`src/hw/rtl/crc_gc_pkg.sv`:
```
// Shared types and constants for the CRC generate/check unit.
package crc_gc_pkg;

  // Configuration register indexes
  localparam int CFG_IDX_W = 2;
  localparam logic [CFG_IDX_W-1:0] REG_GEN_LOW    = 2'd0;
  localparam logic [CFG_IDX_W-1:0] REG_CHECK_W    = 2'd1;
  localparam logic [CFG_IDX_W-1:0] REG_CHECK_MODE = 2'd2;

  localparam int CFG_DATA_W  = 32;
  localparam int GEN_W       = 32;
  localparam int WIDTH_REG_W = 6;

  localparam logic [GEN_W-1:0] GEN_RESET     = 32'd7;
  localparam int               CHECK_W_RESET = 8;

  // Per-cycle control broadcast to every remainder cell
  typedef struct packed {
    logic advance;  // shift the chain this cycle
    logic fb;       // feedback bit, XORed in where the generator has a tap
    logic clear;    // zero the remainder (end of a checked codeword)
  } cell_ctrl_t;

endpackage

```
`src/hw/rtl/crc_gc_cell.sv`:
```
// One remainder bit of the CRC division chain.
module crc_gc_cell (
  input  logic                   clk,
  input  logic                   rst_n,
  input  crc_gc_pkg::cell_ctrl_t ctrl,
  input  logic                   shift_in,
  input  logic                   gen_bit,
  input  logic                   active,
  output logic                   bit_q,
  output logic                   div_bit
);

  logic bit_r, bit_nxt;

  // div_bit is the division step result; the clear only acts on the register
  always_comb begin
    div_bit = bit_r;
    if (ctrl.advance) begin
      // lanes above the current width stay zero
      div_bit = active & (shift_in ^ (ctrl.fb & gen_bit));
    end
    bit_nxt = ctrl.clear ? 1'b0 : div_bit;
  end

  always_ff @(posedge clk) begin
    if (!rst_n) begin
      bit_r <= 1'b0;
    end else begin
      bit_r <= bit_nxt;
    end
  end

  assign bit_q = bit_r;

endmodule

```
`src/hw/rtl/crc_generate_and_check_unit.sv`:
```
// Top level of the bit-serial CRC generate/check unit.
//
// Bit-serial CRC with a programmable generator (implied leading one, low
// coefficients in register 0, degree W in register 1, clamped to
// 1..MAX_CHECK_WIDTH). Each input beat carries one bit, first bit first.
// Generate mode (register 2 = 0): every bit is echoed, and after the bit
// marked last the W FCS bits follow MSB first, the final one flagged
// end_of_run. Check mode (register 2 = 1): every codeword bit is echoed;
// the beat for the last bit carries end_of_run and crc_error (nonzero
// remainder). Rate: one input bit per cycle, back to back while the output
// does not stall and no FCS is being sent; a row of one-bit remainder cells
// shifts once per accepted bit. In generate mode the last bit is followed by
// W FCS beats, one per cycle while out_stall is low, and in_stall is held
// until the final FCS beat is loaded. The first bit of the next message
// can be taken at the edge right after the final FCS beat is loaded, the
// same edge at which that beat leaves. Check mode sends no FCS and adds no
// stall of its own. Results go through a single output register; input is
// taken when that register is empty or its beat leaves in the same cycle.
// The remainder clears after every message. Write configuration only
// while idle.
module crc_generate_and_check_unit #(
  parameter int MAX_CHECK_WIDTH = 32
) (
  input  logic                               clk,
  input  logic                               rst_n,
  // input channel
  input  logic                               in_valid,
  output logic                               in_stall,
  input  logic                               in_data_bit,
  input  logic                               in_last_bit,
  // result channel
  output logic                               out_valid,
  input  logic                               out_stall,
  output logic                               out_bit,
  output logic                               out_is_fcs,
  output logic                               out_end_of_run,
  output logic                               out_crc_error,
  // configuration
  input  logic                               cfg_we,
  input  logic [crc_gc_pkg::CFG_IDX_W-1:0]   cfg_index,
  input  logic [crc_gc_pkg::CFG_DATA_W-1:0]  cfg_wdata
);

  localparam int WW = $clog2(MAX_CHECK_WIDTH + 1);
  localparam int RESET_W = (crc_gc_pkg::CHECK_W_RESET > MAX_CHECK_WIDTH) ?
                           MAX_CHECK_WIDTH : crc_gc_pkg::CHECK_W_RESET;

  // ---- configuration registers ----
  logic [crc_gc_pkg::GEN_W-1:0] gen_r, gen_nxt;
  logic [WW-1:0]                width_r, width_nxt;  // effective width
  logic                         mode_r, mode_nxt;
  logic [crc_gc_pkg::WIDTH_REG_W-1:0] wr_width;

  assign wr_width = cfg_wdata[crc_gc_pkg::WIDTH_REG_W-1:0];

  always_comb begin
    gen_nxt   = gen_r;
    width_nxt = width_r;
    mode_nxt  = mode_r;
    if (cfg_we) begin
      unique case (cfg_index)
        crc_gc_pkg::REG_GEN_LOW: begin
          gen_nxt = cfg_wdata[crc_gc_pkg::GEN_W-1:0];
        end
        crc_gc_pkg::REG_CHECK_W: begin
          // zero acts as one, oversize clamps to the cell count
          if (wr_width == '0) begin
            width_nxt = WW'(1);
          end else if (int'(wr_width) > MAX_CHECK_WIDTH) begin
            width_nxt = WW'(MAX_CHECK_WIDTH);
          end else begin
            width_nxt = WW'(wr_width);
          end
        end
        crc_gc_pkg::REG_CHECK_MODE: begin
          mode_nxt = cfg_wdata[0];
        end
        default: begin
        end
      endcase
    end
  end

  // ---- handshake and drain control ----
  logic          out_valid_r, out_valid_nxt;
  logic          out_bit_r, out_bit_nxt;
  logic          out_fcs_r, out_fcs_nxt;
  logic          out_end_r, out_end_nxt;
  logic          out_err_r, out_err_nxt;
  logic [WW-1:0] drain_cnt_r, drain_cnt_nxt;   // FCS beats still to send

  logic slot_free, draining, in_acc, drain_step;

  assign slot_free  = !out_valid_r || !out_stall;
  assign draining   = (drain_cnt_r != '0);
  assign in_stall   = draining || !slot_free;
  assign in_acc     = in_valid && !in_stall;
  assign drain_step = draining && slot_free;

  // ---- remainder cell chain ----
  logic [MAX_CHECK_WIDTH-1:0] rem_q, rem_div, active, top_sel;
  logic [MAX_CHECK_WIDTH:0]   active_ext;
  logic                       top_bit, lead_in;
  crc_gc_pkg::cell_ctrl_t     ctrl;

  // lane i is live when i < width; the top lane is the last live one
  always_comb begin
    for (int i = 0; i < MAX_CHECK_WIDTH; i++) begin
      active[i] = (i < int'(width_r));
    end
  end
  assign active_ext = {1'b0, active};
  assign top_sel    = active & ~active_ext[MAX_CHECK_WIDTH:1];
  assign top_bit    = |(rem_q & top_sel);

  always_comb begin
    ctrl.advance = in_acc || drain_step;
    ctrl.clear   = in_acc && in_last_bit && mode_r;
    if (drain_step) begin
      ctrl.fb = 1'b0;                      // plain shift while sending FCS
      lead_in = 1'b0;
    end else if (mode_r) begin
      ctrl.fb = top_bit;                   // check: divide the codeword
      lead_in = in_data_bit;
    end else begin
      ctrl.fb = top_bit ^ in_data_bit;     // generate: augmented division
      lead_in = 1'b0;
    end
  end

  for (genvar i = 0; i < MAX_CHECK_WIDTH; i++) begin : g_cell
    logic shift_in, gen_bit;
    if (i == 0) begin : g_lead
      assign shift_in = lead_in;
    end else begin : g_link
      assign shift_in = rem_q[i-1];
    end
    if (i < crc_gc_pkg::GEN_W) begin : g_tap
      assign gen_bit = gen_r[i];
    end else begin : g_notap
      assign gen_bit = 1'b0;
    end

    crc_gc_cell u_cell (
      .clk      (clk),
      .rst_n    (rst_n),
      .ctrl     (ctrl),
      .shift_in (shift_in),
      .gen_bit  (gen_bit),
      .active   (active[i]),
      .bit_q    (rem_q[i]),
      .div_bit  (rem_div[i])
    );
  end

  // ---- output register ----
  always_comb begin
    out_valid_nxt = out_valid_r;
    out_bit_nxt   = out_bit_r;
    out_fcs_nxt   = out_fcs_r;
    out_end_nxt   = out_end_r;
    out_err_nxt   = out_err_r;
    drain_cnt_nxt = drain_cnt_r;
    if (slot_free) begin
      out_valid_nxt = in_acc || drain_step;
    end
    if (in_acc) begin
      out_bit_nxt = in_data_bit;
      out_fcs_nxt = 1'b0;
      out_end_nxt = mode_r && in_last_bit;
      // rem_div is the remainder before the clear takes effect
      out_err_nxt = mode_r && in_last_bit && (|(rem_div & active));
      if (in_last_bit && !mode_r) begin
        drain_cnt_nxt = width_r;
      end
    end else if (drain_step) begin
      out_bit_nxt   = top_bit;
      out_fcs_nxt   = 1'b1;
      out_end_nxt   = (drain_cnt_r == WW'(1));
      out_err_nxt   = 1'b0;
      drain_cnt_nxt = drain_cnt_r - WW'(1);
    end
  end

  always_ff @(posedge clk) begin
    if (!rst_n) begin
      gen_r       <= crc_gc_pkg::GEN_RESET;
      width_r     <= WW'(RESET_W);
      mode_r      <= 1'b0;
      out_valid_r <= 1'b0;
      drain_cnt_r <= '0;
    end else begin
      gen_r       <= gen_nxt;
      width_r     <= width_nxt;
      mode_r      <= mode_nxt;
      out_valid_r <= out_valid_nxt;
      drain_cnt_r <= drain_cnt_nxt;
    end
  end

  always_ff @(posedge clk) begin
    out_bit_r <= out_bit_nxt;
    out_fcs_r <= out_fcs_nxt;
    out_end_r <= out_end_nxt;
    out_err_r <= out_err_nxt;
  end

  assign out_valid      = out_valid_r;
  assign out_bit        = out_bit_r;
  assign out_is_fcs     = out_fcs_r;
  assign out_end_of_run = out_end_r;
  assign out_crc_error  = out_err_r;

endmodule

```
`config.mk`:
```
export PLATFORM = sky130hd
export DESIGN_NAME = crc_generate_and_check_unit
export DESIGN_NICKNAME = d
export VERILOG_FILES = /design/src/hw/rtl/crc_gc_pkg.sv /design/src/hw/rtl/crc_gc_cell.sv /design/src/hw/rtl/crc_generate_and_check_unit.sv
export SDC_FILE = /design/constraint.sdc
export NUM_CORES = 1
export LEC_CHECK = 0
export BUFFER_PORTS_ARGS = -buffer_cell sky130_fd_sc_hd__buf_2
export CORE_ASPECT_RATIO = 1.1
export CORE_MARGIN = 3
export CORE_UTILIZATION = 45
export DETAILED_ROUTE_END_ITERATION = 8
export PLACE_DENSITY = 0.73
export SYNTH_ARGS = -nofsm -noshare
export SYNTH_HDL_FRONTEND = slang
export SYNTH_SLANG_ARGS = --single-unit
```
`constraint.sdc`:
```
create_clock -name clk -period 8.82 [get_ports clk]
set_input_delay 0.441 -clock clk [delete_from_list [all_inputs] [get_ports clk]]
set_output_delay 0.441 -clock clk [all_outputs]
set_load 0.02 [all_outputs]
```
### Word-level counts from Yosys, hierarchy flattened

Cells that the tools add are included.

* word-level logic and storage cells: 254
* register bits after elaboration: 82
* bits of input ports: 41

* bitwise operators: 102
* mux-type cells: 47
* order comparisons: 33
* reductions and logical operators: 26
* equality and inequality tests: 4
* add/subtract/negate cells: 1

Operator list (number)
* $and A32 B32 Y32: 3
* $lt A5 B6 Y1 const A: 16
* $and A1 B1 Y1: 64
* $reduce_or A32 Y1: 2
* $lt A4 B6 Y1 const A: 8
* $mux W1: 42
* $xor A1 B1 Y1: 33
* $not A31 Y32: 1
* $mux W6: 5
* $lt A3 B6 Y1 const A: 4
* $lt A1 B6 Y1 const A: 2
* $lt A2 B6 Y1 const A: 2
* $reduce_and A2 Y1: 4
* $logic_and A1 B1 Y1: 7
* $eq A6 B1 Y1 const B: 1
* $gt A6 B6 Y1 const B: 1
* $logic_not A6 Y1: 1
* $reduce_bool A6 Y1: 1
* $sub A6 B1 Y6 const B: 1
* $logic_not A1 Y1: 5
* $logic_or A1 B1 Y1: 3
* $eq A2 B1 Y1 const B: 1
* $eq A2 B2 Y1 const B: 1
* $logic_not A2 Y1: 1
* 4 further kinds: 4

### Logic depth before layout (Yosys ltp)

Gate-level depths: netlist (run 1).

* depth after elaboration: 16
* depth in mapped cells: 15
* mapped depth without buffers: 13

### Modules after synthesis

From an unflattened synthesis (run 1), not the netlist that was laid out.

* cells, all modules: 695
* area total of the unflattened synthesis: 5182.5 µm²

By module, submodules not included
* crc_generate_and_check_unit: times used 1, cells an instance 407, area each 3060.4 µm²
* crc_gc_cell: times used 32, cells an instance 9, area each 66.3 µm²

### Worst setup path after synthesis (run 1)

No wires, ideal clock.

* path kind: reg2reg
* from: register width_r[1]
* to: register out_err_r, in the netlist out_crc_error, data pin
* slack: 5.557 ns
* library setup time: 0.267 ns
* clock period less this slack: 3.263 ns
* buffers on the path: 2
* required time: 8.553 ns
* arrival: 2.996 ns
* cell stages (with the launch flop): 13
* cells stage by stage: dfxtp_1 buf_6 mux2_4 a22oi_1 o22ai_1 or4_4 o311ai_4 nand2_4 buf_6 mux2i_1 a2111o_1 a2111oi_2 a21oi_2

* word-level cells in the longest chain between the ends: 16
* elaborated cells between the ends (all ways): 171

Ends and longest elaborated chain
* from (decl): line crc_generate_and_check_unit.sv:50 `logic [WW-1:0] width_r, width_nxt;`
* from (signal assigned): line crc_generate_and_check_unit.sv:188 `width_r <= WW'(RESET_W);`
* from (signal assigned): line crc_generate_and_check_unit.sv:194 `width_r <= width_nxt;`
* $lt A1 B6 Y1, or another cell as far along: line crc_generate_and_check_unit.sv:109 `active[i] = (i < int'(width_r));`
* $not A31 Y32: line crc_generate_and_check_unit.sv:113 `assign top_sel = active & ~active_ext[MAX_CHECK_WIDTH:1];`
* $and A32 B32 Y32: line crc_generate_and_check_unit.sv:113
* $and A32 B32 Y32: line crc_generate_and_check_unit.sv:114 `assign top_bit = |(rem_q & top_sel);`
* $reduce_or A32 Y1: line crc_generate_and_check_unit.sv:114
* $xor A1 B1 Y1: line crc_generate_and_check_unit.sv:126 `ctrl.fb = top_bit ^ in_data_bit;`
* $mux W1: line crc_generate_and_check_unit.sv:122 `end else if (mode_r) begin`
* $mux W1: line crc_generate_and_check_unit.sv:119 `if (drain_step) begin`
* $and A1 B1 Y1: line crc_gc_cell.sv:20 `div_bit = active & (shift_in ^ (ctrl.fb & gen_bit));`
* $xor A1 B1 Y1: line crc_gc_cell.sv:20
* $and A1 B1 Y1: line crc_gc_cell.sv:20
* $mux W1: line crc_gc_cell.sv:18 `if (ctrl.advance) begin`
* $and A32 B32 Y32 (*): line crc_generate_and_check_unit.sv:172 `out_err_nxt = mode_r && in_last_bit && (|(rem_div & active));`
* $reduce_or A32 Y1 (*): line crc_generate_and_check_unit.sv:172
* $logic_and A1 B1 Y1 (*): line crc_generate_and_check_unit.sv:172
* $mux W1 (*): line crc_generate_and_check_unit.sv:167 `if (in_acc) begin`
* to (signal assigned): line crc_generate_and_check_unit.sv:205 `out_err_r <= out_err_nxt;`
* to (decl): line crc_generate_and_check_unit.sv:89 `logic out_err_r, out_err_nxt;`

Every way passes the cells marked *; elsewhere a longest branch is shown, timed or not.
A chain may end at the register's enable or synchronous reset.

### Worst setup path in the final report (run 1)

* from: register width_r[3]
* to: register out_err_r, in the netlist out_crc_error, data pin

The elaborated chain is that of the path after synthesis.

==> results of run 1 <==
[metal layers]
| metal | part of all wire | wire (um) | global-route usage |
|---|---|---|---|
| met4 | 0.055 | 988 | 0.131 |
| met5 | 0 | 0 | 0 |
| met2 | 0.43 | 7710 | 0.376 |
| met1 | 0.42 | 7550 | 0.340 |
| met3 | 0.097 | 1750 | 0.0565 |
[logic make-up (layout without fill, tap and decap cells)]
group	count (synthesis)	in the layout	share of synthesized area
and+or+nand+nor	378	378	0.337
AOI/OAI and AO/OA	184	184	0.223
DFF	82	82	0.287
buffers and inverters	65	85	0.0553
xor gates and xnor gates	29	29	0.0437
muxes	27	27	0.0499
adders and majority gates	2	2	0.00430
[through the flow]
stage | power (mW) | hold WS (ps) | utilization
global route | 1.38 | 350 | 0.514
global placement | 0.905 | 446 | 0.489
finish | 1.31 | 339 | 0.514
detailed placement | 0.909 | 467 | 0.489
floorplan | 0.800 | 440 | -
CTS | 1.31 | 333 | 0.514
[worst min-delay path, stage by stage]
cell     delay, ps
buf_2           90
nand2_1         40
nand3_1         60
[how the worst max path moves through the flow]
stage | depth (start not counted) | from | end
after floorplan | 12 | width_r[1] | out_crc_error
after global placement | 10 | width_r[5] | out_crc_error
after detailed placement | 10 | width_r[5] | out_crc_error
after CTS | 10 | width_r[5] | out_crc_error
after global routing | 14 | drain_cnt_r[0] | out_crc_error
final | 10 | width_r[3] | out_crc_error
[layout make-up]
class | count | share of cell area
Inverter | 17 | 0.0101
Multi-Input combinational cell | 620 | 0.604
Clock inverter | 5 | 0.0124
Tap cell | 154 | 0.0304
Clock buffer | 11 | 0.0367
Timing Repair Buffer | 52 | 0.0434
Sequential cell | 82 | 0.263
[power breakdown]
group / total [mW] / switching [mW] / internal, mW
clock network: 0.400 / 0.152 / 0.248
registers: 0.445 / 0.0367 / 0.409
logic: 0.466 / 0.310 / 0.157
[sequential cells by signal, summed over array words and instances, names as in the netlist]
| register | count |
|---|---|
| g_cell.u_cell.bit_q | 32 |
| gen_r | 32 |
| drain_cnt_r | 6 |
| width_r | 6 |
| mode_r | 1 |
| out_bit | 1 |
| out_crc_error | 1 |
| out_end_of_run | 1 |
| out_is_fcs | 1 |
| out_valid | 1 |
[cells in the mapped netlist (all sizes together), types with 5 or more instances]
cell / instances / area, um^2
a21boi: 34 / 255
a21o: 5 / 37.5
a21oi: 42 / 214
a22oi: 8 / 60.1
a31oi: 9 / 56.3
and2: 5 / 31.3
and3: 7 / 43.8
and4: 5 / 46.3
buf: 23 / 164
clkbuf: 25 / 93.8
dfxtp: 79 / 1580
inv: 17 / 63.8
mux2: 7 / 90.1
mux2i: 20 / 200
nand2: 166 / 631
nand2b: 5 / 31.3
nand3: 30 / 150
nand3b: 22 / 165
nand4: 7 / 43.8
nand4b: 6 / 52.6
nor2: 42 / 165
nor2b: 30 / 188
nor3: 11 / 60.1
nor3b: 13 / 97.6
o211ai: 5 / 42.5
o21ai: 29 / 145
o31ai: 10 / 88.8
or3: 9 / 61.3
or4: 6 / 52.6
xnor2: 8 / 70.1
xor2: 21 / 184
==> impl_metrics.ini, run 1 <==
[status]
run_status = finished clean

[logic_synthesis]
syn_inst = 767
yosysWarnings = 0
synth_edf_count = 3
async_flop_share = 0
synth_flop_cell = dfxtp_1
syn-cell-area_um2 = 5820
yosysSeqAreaShare = 0.287
ys_ff_latch = 82
syn_area_per_cell_um2 = 7.59
synth_cell_type_count = 81
syn_nets = 810

[sta]
max_slew_margin = 0.274
min_period_ps = 4360
worst_pin_slew_ps = 1090
setup_viol = 0
min_period_over_period = 0.495
grt_setup_unrepaired = false
drv_slew = 0
clock.fmax_mhz = 229
clock_skew_ps = 10.0
tns_ps = 0
hold_violations = 0
fin_ws_ps = 4460

[clock_network]
cts-buffers-inserted = 9
cts_buffer_depth = 2
clkLatencyLatePin_ps = 350
cts_resized = 0
cts_tree = built
ctsHoldBuffers = 0
postCtsSetupRepairBufs = 0
ctsRootBufferMaster = clkbuf_16
cts_htree_levels = 3
numClockSinks = 82
clk_pin_slew_ps = 60

[setup_path]
rrSetupSlack_ps = 4460
cp_num_buf_inv = 0
cp_top_family = compound AO/OA/AOI/OAI gates
slowest_delay_ps = 940
crit_path_end_kind = register
critPathRequiredTime_ps = 8910
crit_chain = nor2b_1 -> and3_1 -> a311oi_1 -> nand4_1 -> o311ai_4 -> nand2_4 -> mux2i_1 -> a2111o_1 -> a2111oi_2 -> a21oi_2
cp_max_fo = 43
cp-start-kind = register
critical_path_class = register to register
reg2reg_depth = 10
reg2reg_from = width_r[3]
timing.rr.end = out_crc_error
cp_slowest_cell = dfxtp_1
arrival_ps = 4450

[die]
die_area_um2 = 14300
die_w_um = 114
boundaryPins = 47
fp-row-count = 42
initial_core_util = 0.471
die_h_um = 125
core_area_um2 = 12300

[pwr]
vdd_drop_max_v = 0.000293
leakage_nw = 2.26
p_per_area_nw_per_um2 = 207

[final_layout]
fin_nets = 825
nFillCells = 1174
fin_cells = 941
final_layout_size_suffix_gt1_frac = 0.122
final_common_cell = nand2_1
final_cell_mix = nand2_1 (165), dfxtp_1 (79), buf_2 (46)
multi_input_area_um2 = 3830
final_cell_area_um2 = 6340
syn_to_final_growth_pct = 9.05
num_antenna_cells = 0
final-seq-area_um2 = 1670

[hold_path]
worstHoldPathCells = 3
holdPathEnd = gen_r[2]
hold_path.startpoint = cfg_wdata[2]
min_path_type = input pin to register

[detailed_routing]
via_per_inst = 6.27
drtIter0Drc = 717
wl_um = 18000
vias = 5900
dr.pass1.iters = 8
drc_errors = 0
wire_per_inst_um = 19.1
antenna_left = 0

[global_routing]
grt_pass1_vias = 5500
grt_max_degree = 70
track_usage = 0.253
grt_pass1_wl_um = 28900
grt_antenna_before_repair = 0
grt_overflow = 0

[placement]
dpl.cell_count = 925
dp_hpwl_um = 13000
pre_cts_ws_ps = 4510
gp_congestion = 1.11
placed_area_um2 = 6030
portBuffers = 46

[flow_run]
max_cap_violations = 0
Power figures use the tool's default switching activity.
==> run 2: changes to the inputs <==
PLACE_DENSITY = 0.75   (was 0.73)
clock period = 3.75 ns   (was 8.82 ns; I/O delays follow)
==> run 2 against run 1 <==
Compared with the run above: via count increased by 5.7%; wire length increased by 16%; non-clock buffer count grew 74; clock-buffer cell count shrank 1; register-to-register slack got worse by 4300 ps; critical path depth increased by 2; largest cell class unchanged; highest routed layer is now met5.
==> impl_metrics.ini, run 2 (synthesis gave the netlist of run 1 again) <==
[detailed_routing]
via_per_inst = 6.14
drc_errors = 0
vias = 6234
drtIter0Drc = 762
dr.pass1.iters = 6
antenna_left = 0
wl_um = 20900
wire_per_inst_um = 20.6

[pwr]
finalPower_mw = 3.34
vdd_drop_max_v = 0.000613
leakage_nw = 2.64
power.share.combinational = 0.393
p_sw_frac = 0.377
power.internal_mw = 2.08
net-switching-power_mw = 1.26
p_per_area_nw_per_um2 = 478
p_clk_frac = 0.295
p_seq_frac = 0.312

[setup_path]
crit_path_end_kind = register
reg2reg_depth = 12
reg2reg_from = width_r[4]
arrival_ps = 3650
critical_path.startpoint = width_r[4]
cp_max_fo = 17
critPathRequiredTime_ps = 3850
critical_path_class = register to register
cp-start-kind = register

[global_routing]
grt_antenna_before_repair = 1
grt_pass1_vias = 5740
track_usage = 0.295
grt_max_degree = 69
grt_pass1_wl_um = 32700
grt_overflow = 0

[clock_network]
cts_buffer_depth = 2
ctsHoldBuffers = 0
cts_tree = built
numClockSinks = 82
clk_pin_slew_ps = 60
cts_htree_levels = 3
ctsRootBufferMaster = clkbuf_16
clkLatencyLatePin_ps = 360
cts-buffers-inserted = 9

[sta]
max_slew_margin = 0.466
setup_viol = 0
hold_violations = 0
min_period_over_period = 0.948
fin_ws_ps = 196
tns_ps = 0
drv_slew = 0
min_period_ps = 3550
clock.fmax_mhz = 281
clock_skew_ps = 15.2
worst_pin_slew_ps = 796
grt_setup_unrepaired = false
whs_ps = 79.4

[placement]
gp_congestion = 1.05
dp_hpwl_um = 16000
portBuffers = 46
pre_cts_ws_ps = 35.2

[die]
boundaryPins = 47
die_h_um = 125
die_w_um = 114
initial_core_util = 0.471
core_area_um2 = 12300
fp-row-count = 42
die_area_um2 = 14300

[hold_path]
min_path_type = input pin to register
hold_path.startpoint = cfg_wdata[19]
worstHoldPathCells = 3

[status]
run_status = finished clean

[final_layout]
final_common_cell = nand2_1
final_cell_mix = nand2_1 (165), buf_4 (77), dfxtp_1 (75)
final_util = 0.565
num_antenna_cells = 0
fin_nets = 899
final_layout_size_suffix_gt1_frac = 0.207
syn_to_final_growth_pct = 19.9

[flow_run]
max_cap_violations = 0
run 2: cell count changes in the layout (fill, tap and decap cells not counted), moves of 3 or more:
cell     delta
dfxtp_2     +4
dfxtp_1     -4
buf_4      +71
buf_12      +3
run 2: final cells by class:
class | instances | area [um^2]
Inverter | 17 | 66.3
Fill cell | 1195 | 5380
Clock inverter | 6 | 88.8
Sequential cell | 82 | 1680
Timing Repair Buffer | 126 | 868
Multi-Input combinational cell | 620 | 3840
Tap cell | 154 | 193
Clock buffer | 10 | 239
run 2: worst paths after layout:
path                                      end  slack (ps)
worst max register to register  out_crc_error         200
worst max-delay path            out_crc_error         200
worst min-delay path                gen_r[19]          80
worst min register to register     out_is_fcs         480
run 2: repair_timing:
action	in CTS	in global routing
setup endpoints to repair	0	2
buffers inserted	0	0
resized for setup	0	10
run 2: metal layers:
metal / vias up / global-route usage / wire length (um)
li1: 2927 / - / -
met1: 2949 / 0.413 / 8920
met2: 301 / 0.447 / 9280
met3: 55 / 0.0536 / 1880
met4: 2 / 0.115 / 763
met5: - / 0 / 11
run 2: power groups by stage:
stage	Combinational [mW]	Clock [mW]	Sequential, mW
floorplan	0.820	0	1.06
global placement	1.26	0	1.06
detailed placement	1.27	0	1.06
CTS	1.28	0.995	1.04
global route	1.42	1.04	1.05
finish	1.31	0.984	1.04
run 2: metrics by stage:
stage / cells / area (um^2)
after global routing: 1015 / 6970
final: 1015 / 6970
after floorplan: 767 / 5820
after CTS: 1015 / 6950
after global placement: 999 / 6630
after detailed placement: 999 / 6630
run 2: critical path, cell delays in order (launching register included):
cell	delay, ps
dfxtp_2	470
buf_4	250
nand4bb_1	140
o211ai_1	200
a21oi_1	120
or4_4	540
o311ai_4	350
nand2_4	160
buf_12	190
mux2i_1	120
a2111oi_0	400
and4bb_1	280
a21oi_2	60
==> run 3: changes to the inputs <==
MAX_ROUTING_LAYER = met4   (was unset)
==> run 3 against run 2 <==
Compared with the run above: die area stayed put; clock-buffer cell count is 1 higher; global-route usage is 0.88 points higher; sequential power hardly changed; clock power is 4.8% lower; flip-flop and latch count stayed put; combinational power hardly changed; power is 2.6% lower; first-iteration DRC count is 5.9% lower; hold slack worse by 1.4 ps.
==> impl_metrics.ini, run 3 (synthesis gave the netlist of run 1 again) <==
[global_routing]
grt_pass1_wl_um = 32700
grt_overflow = 0
grt_antenna_before_repair = 0
track_usage = 0.304
grt_pass1_vias = 5650
grt_max_degree = 69

[detailed_routing]
dr.pass1.iters = 7
via_per_inst = 6.06
antenna_left = 0
wl_um = 20900
vias = 6095
drtIter0Drc = 717
wire_per_inst_um = 20.8
drc_errors = 0

[clock_network]
clkLatencyLatePin_ps = 350
cts_htree_levels = 3
ctsHoldBuffers = 0
cts_buffer_depth = 2
cts_tree = built
clk_pin_slew_ps = 60
cts-buffers-inserted = 9
numClockSinks = 82
ctsRootBufferMaster = clkbuf_16

[setup_path]
reg2reg_depth = 10
critPathRequiredTime_ps = 3830
cp_slowest_cell = dfxtp_2
critical_path_class = register to register
critical_path.startpoint = width_r[2]
arrival_ps = 3760
slowest_delay_ps = 580
reg2reg_from = width_r[2]
crit_chain = nor4b_2 -> a21oi_1 -> a222oi_1 -> nor2_1 -> or4_1 -> a211o_1 -> a311oi_1 -> nand4_1 -> and4bb_1 -> a21oi_2
crit_path_end_kind = register
cp-start-kind = register
rrSetupSlack_ps = 70
cp_max_fo = 20
timing.rr.end = out_crc_error
crit_end = out_crc_error

[status]
run_status = finished clean

[pwr]
power.internal_mw = 2.02
p_per_area_nw_per_um2 = 470
vdd_drop_max_v = 0.000698
leakage_nw = 2.61
net-switching-power_mw = 1.23
p_sw_frac = 0.379
p_clk_frac = 0.288
finalPower_mw = 3.25
power.share.combinational = 0.392
p_seq_frac = 0.319

[sta]
whs_ps = 77.9
clock_skew_ps = 11.2
min_period_ps = 3680
fin_ws_ps = 71.8
grt_setup_unrepaired = false
hold_violations = 0
max_slew_margin = 0.440
worst_pin_slew_ps = 831
drv_slew = 0
setup_viol = 0
clock.fmax_mhz = 272
min_period_over_period = 0.981

[die]
core_area_um2 = 12300
fp-row-count = 42
die_area_um2 = 14300
die_h_um = 125
initial_core_util = 0.471
boundaryPins = 47
die_w_um = 114

[final_layout]
num_antenna_cells = 0
final_common_cell = nand2_1
final_cell_mix = nand2_1 (165), dfxtp_1 (74), buf_4 (69)
final_util = 0.559
final_layout_size_suffix_gt1_frac = 0.201
fin_nets = 891
syn_to_final_growth_pct = 18.8

[placement]
dp_hpwl_um = 16100
gp_congestion = 1.06
portBuffers = 46
pre_cts_ws_ps = -201

[hold_path]
min_path_type = input pin to register

[flow_run]
max_cap_violations = 0
run 3: layer usage:
layer / global-route usage / part of all wire / up-vias
met4: 0.134 / 0.045 / 0
li1: - / - / 2910
met1: 0.421 / 0.44 / 2854
met3: 0.0517 / 0.078 / 53
met2: 0.430 / 0.43 / 278
met5: - / 0 / -
run 3: power groups by stage:
stage / combinational, mW / sequential (mW) / clock [mW]
after floorplan: 0.820 / 1.06 / 0
after global placement: 1.21 / 1.05 / 0
after detailed placement: 1.22 / 1.05 / 0
after CTS: 1.23 / 1.04 / 0.950
after global routing: 1.39 / 1.05 / 0.987
final: 1.28 / 1.04 / 0.937
run 3: critical path: cells and delay by family, from the launching register on:
kind	cells	cell delay (ps)
simple gates	5	1490
compound gates	5	1320
flops	1	580
run 3: how the worst min path moves through the flow:
stage	from	to	slack [ps]	depth (start not counted)
after global routing	cfg_wdata[2]	gen_r[2]	90	3
after detailed placement	cfg_wdata[2]	gen_r[2]	430	3
after CTS	cfg_wdata[2]	gen_r[2]	70	3
after floorplan	cfg_wdata[0]	gen_r[0]	310	2
after global placement	cfg_wdata[2]	gen_r[2]	430	3
final	cfg_wdata[2]	gen_r[2]	80	3
run 3: layout make-up:
class                   count  area [um^2]
inverters                  17         66.3
flip-flops and latches     82         1680
fillers                  1172         5440
clock buffers              11          264
multi-input cells         620         3850
well taps                 154          193
repair buffers            118          808
clock inverters             4         48.8
run 3: timing repair:
action                     CTS  global route
setup endpoints to repair    1             2
gates cloned                 0             0
resized for setup            3            10
pin swaps                    0             2
setup buffers                0             3
run 3: metrics by stage:
stage / std cells / TNS (ps) / instance area (um^2)
floorplan: 767 / 0 / 5820
global placement: 988 / -120 / 6530
detailed placement: 988 / -201 / 6530
CTS: 1003 / 0 / 6850
global route: 1006 / 0 / 6910
finish: 1006 / 0 / 6910
